--- src/rtl/utc_pkg.sv ---
// ----------------------------------------------------------------------------
// Uptime clock package
// Shared types and constants for the uptime clock controller and datapath.
// ----------------------------------------------------------------------------
`default_nettype none

package utc_pkg;

    localparam int CYC_W    = 32;
    localparam int TOTAL_W  = 64;
    localparam int START_W  = 64;
    localparam int DUR_W    = 32;
    localparam int HZ_W     = 32;
    localparam int MULT_W   = 10;
    localparam int PROD_W   = TOTAL_W + MULT_W;
    localparam int NOW_W    = 64;
    localparam int WRAP_W   = 32;
    localparam int HUND_W   = 7;
    localparam int SEC_W    = 6;
    localparam int MIN_W    = 6;
    localparam int HOUR_W   = 5;
    localparam int DAY_W    = 38;
    localparam int MSR_W    = 10;
    localparam int CNT_W    = 7;

    localparam int IN_DATA_W  = 128;
    localparam int OUT_DATA_W = 160;

    localparam logic [MULT_W-1:0] MS_PER_S  = MULT_W'(1000);
    localparam logic [MSR_W:0]    MS_MOD    = (MSR_W + 1)'(1000);
    localparam logic [SEC_W:0]    SEC_MOD   = (SEC_W + 1)'(60);
    localparam logic [MIN_W:0]    MIN_MOD   = (MIN_W + 1)'(60);
    localparam logic [HOUR_W:0]   HOUR_MOD  = (HOUR_W + 1)'(24);
    localparam logic [7:0]        DIV10_MUL = 8'd205;
    localparam int                DIV10_SHR = 11;

    localparam logic [HZ_W-1:0]  HZ_RESET  = HZ_W'(1000000);

    // The quotient has PROD_W bits; only the low NOW_W are kept.
    localparam logic [CNT_W-1:0] DROP_BITS = CNT_W'(PROD_W - NOW_W);
    localparam logic [CNT_W-1:0] LAST_STEP = CNT_W'(PROD_W - 1);

    typedef enum logic [1:0] {
        ST_IDLE,
        ST_MUL,
        ST_DIV,
        ST_DONE
    } state_t;

    typedef struct packed {
        logic load;
        logic mul;
        logic step;
        logic feed;
        logic out_load;
    } dp_cmd_t;

endpackage

`default_nettype wire

--- src/rtl/utc_ctrl.sv ---
// ----------------------------------------------------------------------------
// Uptime clock controller
// Sequences accept, multiply, serial division and result hand-off.
// ----------------------------------------------------------------------------
`default_nettype none

module utc_ctrl (
    input  wire logic            aclk,
    input  wire logic            aresetn,
    input  wire logic            s_tvalid,
    output logic                 s_tready,
    output logic                 m_tvalid,
    input  wire logic            m_tready,
    output utc_pkg::dp_cmd_t     cmd
);
    import utc_pkg::*;

    state_t             state_reg, state_next;
    logic [CNT_W-1:0]   count_reg, count_next;
    logic               m_tvalid_reg, m_tvalid_next;

    always_ff @(posedge aclk) begin
        if (!aresetn) begin
            state_reg    <= ST_IDLE;
            count_reg    <= '0;
            m_tvalid_reg <= 1'b0;
        end else begin
            state_reg    <= state_next;
            count_reg    <= count_next;
            m_tvalid_reg <= m_tvalid_next;
        end
    end

    always_comb begin
        state_next    = state_reg;
        count_next    = count_reg;
        m_tvalid_next = m_tvalid_reg;
        cmd           = '0;
        s_tready      = 1'b0;

        if (m_tvalid_reg && m_tready) begin
            m_tvalid_next = 1'b0;
        end

        unique case (state_reg)
            ST_IDLE: begin
                s_tready = 1'b1;
                if (s_tvalid) begin
                    cmd.load   = 1'b1;
                    state_next = ST_MUL;
                end
            end
            ST_MUL: begin
                cmd.mul    = 1'b1;
                count_next = '0;
                state_next = ST_DIV;
            end
            ST_DIV: begin
                cmd.step   = 1'b1;
                cmd.feed   = (count_reg >= DROP_BITS);
                count_next = count_reg + CNT_W'(1);
                if (count_reg == LAST_STEP) begin
                    state_next = ST_DONE;
                end
            end
            ST_DONE: begin
                if (!m_tvalid_reg || m_tready) begin
                    cmd.out_load  = 1'b1;
                    m_tvalid_next = 1'b1;
                    state_next    = ST_IDLE;
                end
            end
            default: begin
                state_next = ST_IDLE;
            end
        endcase
    end

    assign m_tvalid = m_tvalid_reg;

endmodule

`default_nettype wire

--- src/rtl/utc_datapath.sv ---
// ----------------------------------------------------------------------------
// Uptime clock datapath
// Cycle total, millisecond product, restoring divider and time breakdown.
// ----------------------------------------------------------------------------
`default_nettype none

module utc_datapath (
    input  wire logic                          aclk,
    input  wire utc_pkg::dp_cmd_t              cmd,
    input  wire logic                          aresetn,
    input  wire logic [utc_pkg::HZ_W-1:0]      clock_hz,
    input  wire logic [utc_pkg::IN_DATA_W-1:0] s_tdata,
    output logic      [utc_pkg::OUT_DATA_W-1:0] m_tdata
);
    import utc_pkg::*;

    logic [TOTAL_W-1:0]  total_reg;
    logic [START_W:0]    sum_reg;
    logic [PROD_W-1:0]   prod_reg;
    logic [HZ_W-1:0]     rem_reg;
    logic [NOW_W-1:0]    now_reg;
    logic [MSR_W-1:0]    ms_reg;
    logic [SEC_W-1:0]    sec_reg;
    logic [MIN_W-1:0]    min_reg;
    logic [HOUR_W-1:0]   hour_reg;
    logic [DAY_W-1:0]    day_reg;
    logic [OUT_DATA_W-1:0] out_reg;

    logic [CYC_W-1:0]    in_cyc;
    logic [START_W-1:0]  in_start;
    logic [DUR_W-1:0]    in_dur;

    logic [HZ_W:0]       trial;
    logic                q_bit;
    logic [HZ_W-1:0]     rem_next;
    logic [MSR_W:0]      ms_x;
    logic [SEC_W:0]      sec_x;
    logic [MIN_W:0]      min_x;
    logic [HOUR_W:0]     hour_x;
    logic                c_ms, c_sec, c_min, c_hour;
    logic [MSR_W+7:0]    hund_prod;
    logic                expired;

    assign in_cyc   = s_tdata[CYC_W-1:0];
    assign in_start = s_tdata[CYC_W+START_W-1:CYC_W];
    assign in_dur   = s_tdata[CYC_W+START_W+DUR_W-1:CYC_W+START_W];

    // One restoring step: the partial remainder never exceeds the divisor,
    // so a 33-bit trial value is enough.
    always_comb begin
        trial = {rem_reg, prod_reg[PROD_W-1]};
        q_bit = (trial >= {1'b0, clock_hz});
        if (q_bit) begin
            rem_next = HZ_W'(trial - {1'b0, clock_hz});
        end else begin
            rem_next = trial[HZ_W-1:0];
        end
    end

    // Quotient bits arrive most significant first, so they pass through a
    // chain of small serial dividers: each stage's quotient bit feeds the next.
    always_comb begin
        ms_x   = {ms_reg, q_bit};
        c_ms   = (ms_x >= MS_MOD);
        sec_x  = {sec_reg, c_ms};
        c_sec  = (sec_x >= SEC_MOD);
        min_x  = {min_reg, c_sec};
        c_min  = (min_x >= MIN_MOD);
        hour_x = {hour_reg, c_min};
        c_hour = (hour_x >= HOUR_MOD);
    end

    assign hund_prod = (MSR_W + 8)'(ms_reg) * (MSR_W + 8)'(DIV10_MUL);
    assign expired   = !sum_reg[START_W] && (sum_reg[START_W-1:0] < now_reg);

    always_ff @(posedge aclk) begin
        if (!aresetn) begin
            total_reg <= '0;
        end else if (cmd.load) begin
            total_reg <= total_reg + TOTAL_W'(in_cyc);
        end
    end

    always_ff @(posedge aclk) begin
        if (cmd.load) begin
            sum_reg <= (START_W + 1)'(in_start) + (START_W + 1)'(in_dur);
        end
        if (cmd.mul) begin
            prod_reg <= PROD_W'(total_reg) * PROD_W'(MS_PER_S);
            rem_reg  <= '0;
            ms_reg   <= '0;
            sec_reg  <= '0;
            min_reg  <= '0;
            hour_reg <= '0;
            day_reg  <= '0;
        end
        if (cmd.step) begin
            prod_reg <= {prod_reg[PROD_W-2:0], 1'b0};
            rem_reg  <= rem_next;
            now_reg  <= {now_reg[NOW_W-2:0], q_bit};
        end
        if (cmd.step && cmd.feed) begin
            ms_reg   <= c_ms   ? MSR_W'(ms_x - MS_MOD)      : ms_x[MSR_W-1:0];
            sec_reg  <= c_sec  ? SEC_W'(sec_x - SEC_MOD)    : sec_x[SEC_W-1:0];
            min_reg  <= c_min  ? MIN_W'(min_x - MIN_MOD)    : min_x[MIN_W-1:0];
            hour_reg <= c_hour ? HOUR_W'(hour_x - HOUR_MOD) : hour_x[HOUR_W-1:0];
            day_reg  <= {day_reg[DAY_W-2:0], c_hour};
        end
        if (cmd.out_load) begin
            out_reg <= {1'b0,
                        day_reg,
                        hour_reg,
                        min_reg,
                        sec_reg,
                        hund_prod[DIV10_SHR+HUND_W-1:DIV10_SHR],
                        expired,
                        total_reg[TOTAL_W-1:TOTAL_W-WRAP_W],
                        now_reg};
        end
    end

    assign m_tdata = out_reg;

endmodule

`default_nettype wire

--- src/rtl/uptime_clock_with_timer_check.sv ---
// ----------------------------------------------------------------------------
// Uptime clock with timer check
// Running cycle total, uptime in milliseconds, timer expiry and breakdown.
// ----------------------------------------------------------------------------
// Each input beat carries the cycles elapsed since the previous beat and a
// timer (start and duration in milliseconds); each one yields exactly one
// output beat. The block keeps a 64-bit cycle total, multiplies it by 1000
// and divides the 74-bit product by clock_hz with a bit-serial restoring
// divider, one quotient bit per cycle. The cycle total is updated at the
// edge that accepts a beat; then come the multiply, one divider step per
// product bit and the output register load, which waits while the previous
// result is still not taken. A new beat is accepted only once the block is
// back in idle, so the divider loop sets the rate.
// Milliseconds, seconds, minutes, hours and days are formed on the fly as
// the quotient bits emerge; hundredths come from the millisecond remainder.
// A new input beat is taken while the previous result still waits on
// m_tready. A clock_hz of zero gives an all-ones uptime. clock_hz must
// only be written while no item is in flight.
// ----------------------------------------------------------------------------
`default_nettype none

module uptime_clock_with_timer_check (
    input  wire logic                            aclk,
    input  wire logic                            aresetn,

    // Configuration: clock rate in cycles per second.
    input  wire logic                            cfg_we,
    input  wire logic [utc_pkg::HZ_W-1:0]        cfg_wdata,

    // Input channel.
    input  wire logic                            s_tvalid,
    output logic                                 s_tready,
    // Fields from bit 0 up: cycles_elapsed[31:0], timer_start_ms[63:0],
    // timer_duration_ms[31:0].
    input  wire logic [utc_pkg::IN_DATA_W-1:0]   s_tdata,

    // Result channel.
    output logic                                 m_tvalid,
    input  wire logic                            m_tready,
    // Fields from bit 0 up: now_ms[63:0], cycle_wraps[31:0], expired,
    // hundredths[6:0], seconds[5:0], minutes[5:0], hours[4:0], days[37:0],
    // then one zero pad bit.
    output logic      [utc_pkg::OUT_DATA_W-1:0]  m_tdata
);
    import utc_pkg::*;

    logic [HZ_W-1:0] clock_hz_reg;
    dp_cmd_t         cmd;

    // The clock rate register is the only configuration state.
    always_ff @(posedge aclk) begin
        if (!aresetn) begin
            clock_hz_reg <= HZ_RESET;
        end else if (cfg_we) begin
            clock_hz_reg <= cfg_wdata;
        end
    end

    // The controller owns the handshakes and the step counter.
    utc_ctrl u_ctrl (
        .aclk     (aclk),
        .aresetn  (aresetn),
        .s_tvalid (s_tvalid),
        .s_tready (s_tready),
        .m_tvalid (m_tvalid),
        .m_tready (m_tready),
        .cmd      (cmd)
    );

    // The datapath holds the total, divider, breakdown and output register.
    utc_datapath u_datapath (
        .aclk     (aclk),
        .cmd      (cmd),
        .aresetn  (aresetn),
        .clock_hz (clock_hz_reg),
        .s_tdata  (s_tdata),
        .m_tdata  (m_tdata)
    );

endmodule

`default_nettype wire
--- config.mk ---
export PLATFORM = sky130hd
export DESIGN_NAME = uptime_clock_with_timer_check
export DESIGN_NICKNAME = d
export VERILOG_FILES = /design/src/rtl/utc_pkg.sv /design/src/rtl/utc_ctrl.sv /design/src/rtl/utc_datapath.sv /design/src/rtl/uptime_clock_with_timer_check.sv
export SDC_FILE = /design/constraint.sdc
export NUM_CORES = 2
export LEC_CHECK = 0
export BUFFER_PORTS_ARGS = -buffer_cell sky130_fd_sc_hd__buf_2
export CAP_MARGIN = 20
export CORE_ASPECT_RATIO = 1.5
export CORE_MARGIN = 2
export CORE_UTILIZATION = 61
export CTS_CLUSTER_SIZE = 28
export DETAILED_ROUTE_END_ITERATION = 6
export HOLD_SLACK_MARGIN = 0.03
export PLACE_DENSITY_LB_ADDON = 0.05
export SLEW_MARGIN = 0
export SYNTH_ARGS = -nofsm -noshare
export SYNTH_HDL_FRONTEND = slang
export SYNTH_HIERARCHICAL = 1
export SYNTH_SLANG_ARGS = --single-unit
--- constraint.sdc ---
create_clock -name aclk -period 12.35 [get_ports aclk]
set_clock_uncertainty 0.2 [all_clocks]
set_input_delay 1.8525 -clock aclk [delete_from_list [all_inputs] [get_ports aclk]]
set_output_delay 1.8525 -clock aclk [all_outputs]
set_load 0.005 [all_outputs]
Yosys cells after proc, flatten, opt, wreduce, memory -nomap -nowiden --
Cells that the tools add are included.
Operators by class: add/subtract/negate cells 8, $mul 2, $lt $le $gt $ge 7, equal/unequal tests 7, multiplexer cells 33, reductions and logical operators 11
Operator list (count):
- $mux W74 | 2
- $mux W32 | 3
- $mux W38 | 2
- $mul A64 B7 Y71 const B | 1
- $add A64 B32 Y65 | 1
- $add A64 B32 Y64 | 1
- $lt A64 B64 Y1 | 1
- $ge A33 B32 Y1 | 1
- $sub A32 B32 Y32 | 1
- $mux W10 | 3
- $mux W6 | 5
- $mul A10 B8 Y18 const B | 1
- $mux W5 | 3
- $ge A7 B6 Y1 const B | 2
- $pmux W7 S2 | 1
- $sub A6 B6 Y6 const B | 2
- $ge A11 B10 Y1 const B | 1
- $sub A10 B10 Y10 const B | 1
- $mux W1 | 9
- $mux W2 | 4
- $pmux W2 S4 | 1
- $add A7 B1 Y7 const B | 1
- $eq A7 B7 Y1 const B | 1
- $ge A7 B4 Y1 const B | 1
- other kinds (12) | 19
Word-level totals: register bits 562, input bits 165, output and inout bits 162

Longest topological paths before layout --
depth in word-level cells 7, mapped depth 18, mapped depth without buffers 18

Modules after synthesis --
Netlist, hierarchy kept.
By module, submodules not included:
- utc_datapath | instances 1, cells each 3201, area each 36876.6 um^2
- uptime_clock_with_timer_check | instances 1, cells each 103, area each 1226.2 um^2
- utc_ctrl | instances 1, cells each 65, area each 571.8 um^2

Least setup slack after synthesis --
OpenSTA, ideal clock, no wires.
path kind input-to-reg, from in m_tready, to reg u_datapath.out_reg[0], in the netlist u_datapath/m_tdata[0], enable pin, library setup time 699 ps, arrival 8941 ps, required time 11451 ps, slack 2510 ps, cell stages on the path 2, buffers on the path 0, cells stage by stage nor2b_1 -> nor2b_1
RTL lines:
- start: declaration | RTL line uptime_clock_with_timer_check.sv:39 | input wire logic m_tready,
- end signal: assignment | RTL line utc_datapath.sv:110 | out_reg <= {1'b0,
- end: declaration | RTL line utc_datapath.sv:27 | logic [OUT_DATA_W-1:0] out_reg;

Final worst setup path --
from reg u_datapath.total_reg[2], to reg u_datapath.prod_reg[50], data pin
Between the ends: word-level cells in the longest chain between the ends 3
Ends and longest elaborated chain:
- start: declaration | RTL line utc_datapath.sv:17 | logic [TOTAL_W-1:0] total_reg;
- start signal: assignment | RTL line utc_datapath.sv:80 | total_reg <= total_reg + TOTAL_W'(in_cyc);
- $mul A64 B7 Y71 | RTL line utc_datapath.sv:89 | prod_reg <= PROD_W'(total_reg) * PROD_W'(MS_PER_S);
- $mux W74 | RTL line utc_datapath.sv:88 | if (cmd.mul) begin
- $mux W74 | RTL line utc_datapath.sv:97 | if (cmd.step) begin
- end signal: assignment | RTL line utc_datapath.sv:89
- end signal: assignment | RTL line utc_datapath.sv:98 | prod_reg <= {prod_reg[PROD_W-2:0], 1'b0};
- end: declaration | RTL line utc_datapath.sv:19 | logic [PROD_W-1:0] prod_reg;
Every way passes these cells. The select of a mux whose other input is x is not followed. A chain may end at the register's enable or synchronous reset.

==> results_dict.tcl <==
set metrics [dict create \
    run_status "finished, final reports clean" \
    viasPerCell 5.962 \
    timing.final.crit_share_pct 50.81 \
    netlist_area_um2 38670 \
    fp.dieArea_um2 65470 \
    syn_to_final_growth_pct 10.86 \
    post_route_cells_drive_above_1_share_pct 13.07 \
    fmaxAchievable_ghz 0.1594 \
    yosys.area.top_type "sky130_fd_sc_hd__edfxtp_1" \
    synth_cell_count_leaders "sky130_fd_sc_hd__edfxtp_1, sky130_fd_sc_hd__ha_1, sky130_fd_sc_hd__fa_1" \
    power_density_nw_per_um2 258.2 \
    timing.final.crit_period_ps 6275 \
    worst-endpoint-required_ps 12490 \
    max_reg_flops 159 \
    chipWidth_um 209.6 \
    ys_async_sr_fraction_pct 0 \
    timing_hold_violations_final 0 \
    detail-route-antenna-nets 0 \
    slowest_delay_ps 550 \
    grt_first_pass_wirelength_mm 142.7 \
    finalSetupViolations 0 \
    placeableCoreArea_um2 63060 \
    switching_power_mw 4.697 \
    vias 26890 \
    critPathMostFrequentCell "sky130_fd_sc_hd__fa_1" \
    std_cell_rows 113 \
    clkPwrFrac_pct 16.1 \
    grt_start_max_net_pins 189 \
    initial_utilization_pct 61.33 \
    cts.clk_slew.worst_paths_ps 60 \
    critical_path_peak_fanout 8 \
    finalMaxSlewViolations 0 \
    syn_nets 4170 \
    number_of_enable_type_register_cells_in_the_synthesized_netlist 456 \
    ys_types 92 \
    dp.cells 4406 \
    post-route-drc-count 0 \
    synth.avg_cell_area_um2 11.48 \
    detail_route.wl_per_cell_um 19.75 \
    worst_ir_drop_vdd_uv 149.9 \
    ioPinCount 327 \
    number_of_antenna_violations_at_the_first_check_in_global_routing 6 \
    final_core_utilization_pct 67.99 \
    worstHoldPathType "reg2reg" \
    tritoncts_clock_tree "done" \
    whs_ps 233.0 \
    p_int_mw 6.375 \
    worstMarginPinSlew_ps 1100 \
    synth-main-ff-cell "sky130_fd_sc_hd__edfxtp_1" \
    clock_sinks 562 \
    power_frac_comb_pct 55.3 \
    seq_area_frac_synth_pct 40.89 \
    cts_root_buffer "sky130_fd_sc_hd__clkbuf_16" \
    cts_setup_buffers 0 \
    number_of_nets_in_the_final_layout 4459 \
    yosys_warnings 6 \
    detailedRoute.firstIterationViolations 1602 \
    globalRouteOverflowTotal 0 \
    cts.path.max_buffers 3 \
    end_kind "flip-flop" \
    p_leak_nw 19.28 \
    most_frequent_cell_after_synthesis "sky130_fd_sc_hd__edfxtp_1" \
    fin_cells 4510 \
    timing.critical_path.arrival_ps 6410 \
    rsz0062_at_grt "false" \
    path_cells "fa_1 > inv_1 > fa_1 > fa_1 > inv_1 > fa_1 > ha_1 > o21ai_0 > nor2_1 > o31ai_1 > a31oi_1 > a211oi_1 > o21ai_0 > a31oi_1 > o21ai_0 > a211oi_1 > o31ai_1" \
    power.sequential.fraction_pct 28.6 \
    detailed_place_hpwl_mm 68.39 \
    worst-path-buf-inv 2 \
    total_power_mw 11.07 \
    sw_frac_of_total_pct 42.42 \
    post-route-cell-area_um2 42870 \
    place_ws_ps 6138 \
    cts.hold.buffers_added 0 \
    final.setup.worst_slack_ps 6075 \
    syn-instance-count 3369 \
    fin_setup_tns_ps 0 \
    ys_seq_elements 562 \
    drtPass1Iterations 5 \
    grtUsageTotal_pct 27.15 \
    gpl.final_weighted_congestion 0.9069 \
    synth_largest_type_area_fraction_pct 35.41 \
    cts-buffers-inserted 54 \
    wl_mm 89.10 \
    startpoint_class_of_the_critical_path "flip-flop" \
    cp_top_delay_family "compound AO/OA/AOI/OAI gates" \
    timing.max_slew.rel_slack_pct 24.75 \
    worst_path_max_delay_cell "sky130_fd_sc_hd__dfxtp_1" \
    drv.max_cap_violation_count 0 \
    die_h_um 312.4 \
    h-tree-depth 2 \
    post_cts_resized 0 \
    synth.top_cells.by_area "sky130_fd_sc_hd__edfxtp_1, sky130_fd_sc_hd__fa_1, sky130_fd_sc_hd__ha_1, sky130_fd_sc_hd__dfxtp_1, sky130_fd_sc_hd__xnor2_1" \
    placedInstanceArea_um2 40970 \
    number_of_port_buffers 325 \
    clock_latency_ps 620 \
    grt_pass1_vias 28030 \
    crit_type "reg2reg" \
]
-- layer usage --
metal / track usage [%] / wire (um) / part of all wire [%]
met1: 33.19 / 35800 / 40
met2: 49.02 / 45600 / 51
met3: 3.889 / 4487 / 5.0
met4: 9.639 / 3159 / 3.5
met5: 0 / 50 / 0.056
-- layout by cell type, fill, tap and decap left out, types with 10 or more instances in the layout --
cell                          n
sky130_fd_sc_hd__bufinv_16   10
sky130_fd_sc_hd__nor3_1      42
sky130_fd_sc_hd__o21bai_1    32
sky130_fd_sc_hd__buf_2      325
sky130_fd_sc_hd__nand2b_1    32
sky130_fd_sc_hd__fa_1       266
sky130_fd_sc_hd__inv_1      223
sky130_fd_sc_hd__mux2i_1     78
sky130_fd_sc_hd__o22ai_1     11
sky130_fd_sc_hd__ha_1       369
sky130_fd_sc_hd__nor2b_1     79
sky130_fd_sc_hd__a211oi_1    32
sky130_fd_sc_hd__buf_4       11
sky130_fd_sc_hd__o31ai_1     14
sky130_fd_sc_hd__o21a_1      27
sky130_fd_sc_hd__nand2_1    219
sky130_fd_sc_hd__a21boi_0    10
sky130_fd_sc_hd__a21o_1     110
sky130_fd_sc_hd__o211ai_1    13
sky130_fd_sc_hd__a31oi_1     24
sky130_fd_sc_hd__edfxtp_1   456
sky130_fd_sc_hd__dfxtp_1    106
sky130_fd_sc_hd__and2_1      29
sky130_fd_sc_hd__clkbuf_16   56
sky130_fd_sc_hd__or3_1       13
sky130_fd_sc_hd__xnor2_1    131
sky130_fd_sc_hd__o21ai_0    167
sky130_fd_sc_hd__a21oi_1    180
sky130_fd_sc_hd__nand4_1     51
sky130_fd_sc_hd__nand3_1     74
sky130_fd_sc_hd__and3_1      76
sky130_fd_sc_hd__xor2_1      76
sky130_fd_sc_hd__nor2_1     155
-- kinds of logic (layout without fill, tap and decap cells) --
kind of cell,Yosys count,after routing,synth area share (%)
and+or+nand+nor,832,832,10.94
AOI/OAI and AO/OA,718,718,12.10
adders and majority gates,636,636,25.74
DFF,562,562,40.89
buffers and inverters,330,664,3.462
xor gates and xnor gates,207,207,4.688
muxes,83,83,2.164
other,1,3,0.009696
-- power groups by stage --
stage                     registers, mW  logic, mW  clock network [mW]
after global routing               3.23       6.97                1.88
final                              3.17       6.12                1.78
after floorplan                    3.12       4.74                   0
after CTS                          3.17       6.15                1.82
after detailed placement           3.20       6.11                   0
after global placement             3.19       5.91                   0
-- cell type report --
cell class	count	area, um2
Sequential cell	562	15820
Antenna cell	2	5.005
Clock buffer	64	1431
Timing Repair Buffer	338	1734
Tap cell	805	1007
Multi-Input combinational cell	2477	21570
Inverter	225	844.6
Fill cell	4781	20180
Clock inverter	37	462.9
-- final timing paths --
path / startpoint / end / slack (ps) / depth (start not counted)
setup / recovery: u_datapath/total_reg[2] / u_datapath/prod_reg[50] / 6080 / 17
hold / removal: u_datapath/day_reg[37] / u_datapath/m_tdata[158] / 230 / 0
setup reg to reg: u_datapath/total_reg[2] / u_datapath/prod_reg[50] / 6080 / 17
hold reg to reg: u_datapath/day_reg[37] / u_datapath/m_tdata[158] / 230 / 0
No activity file was read; power rests on OpenSTA's default activity.
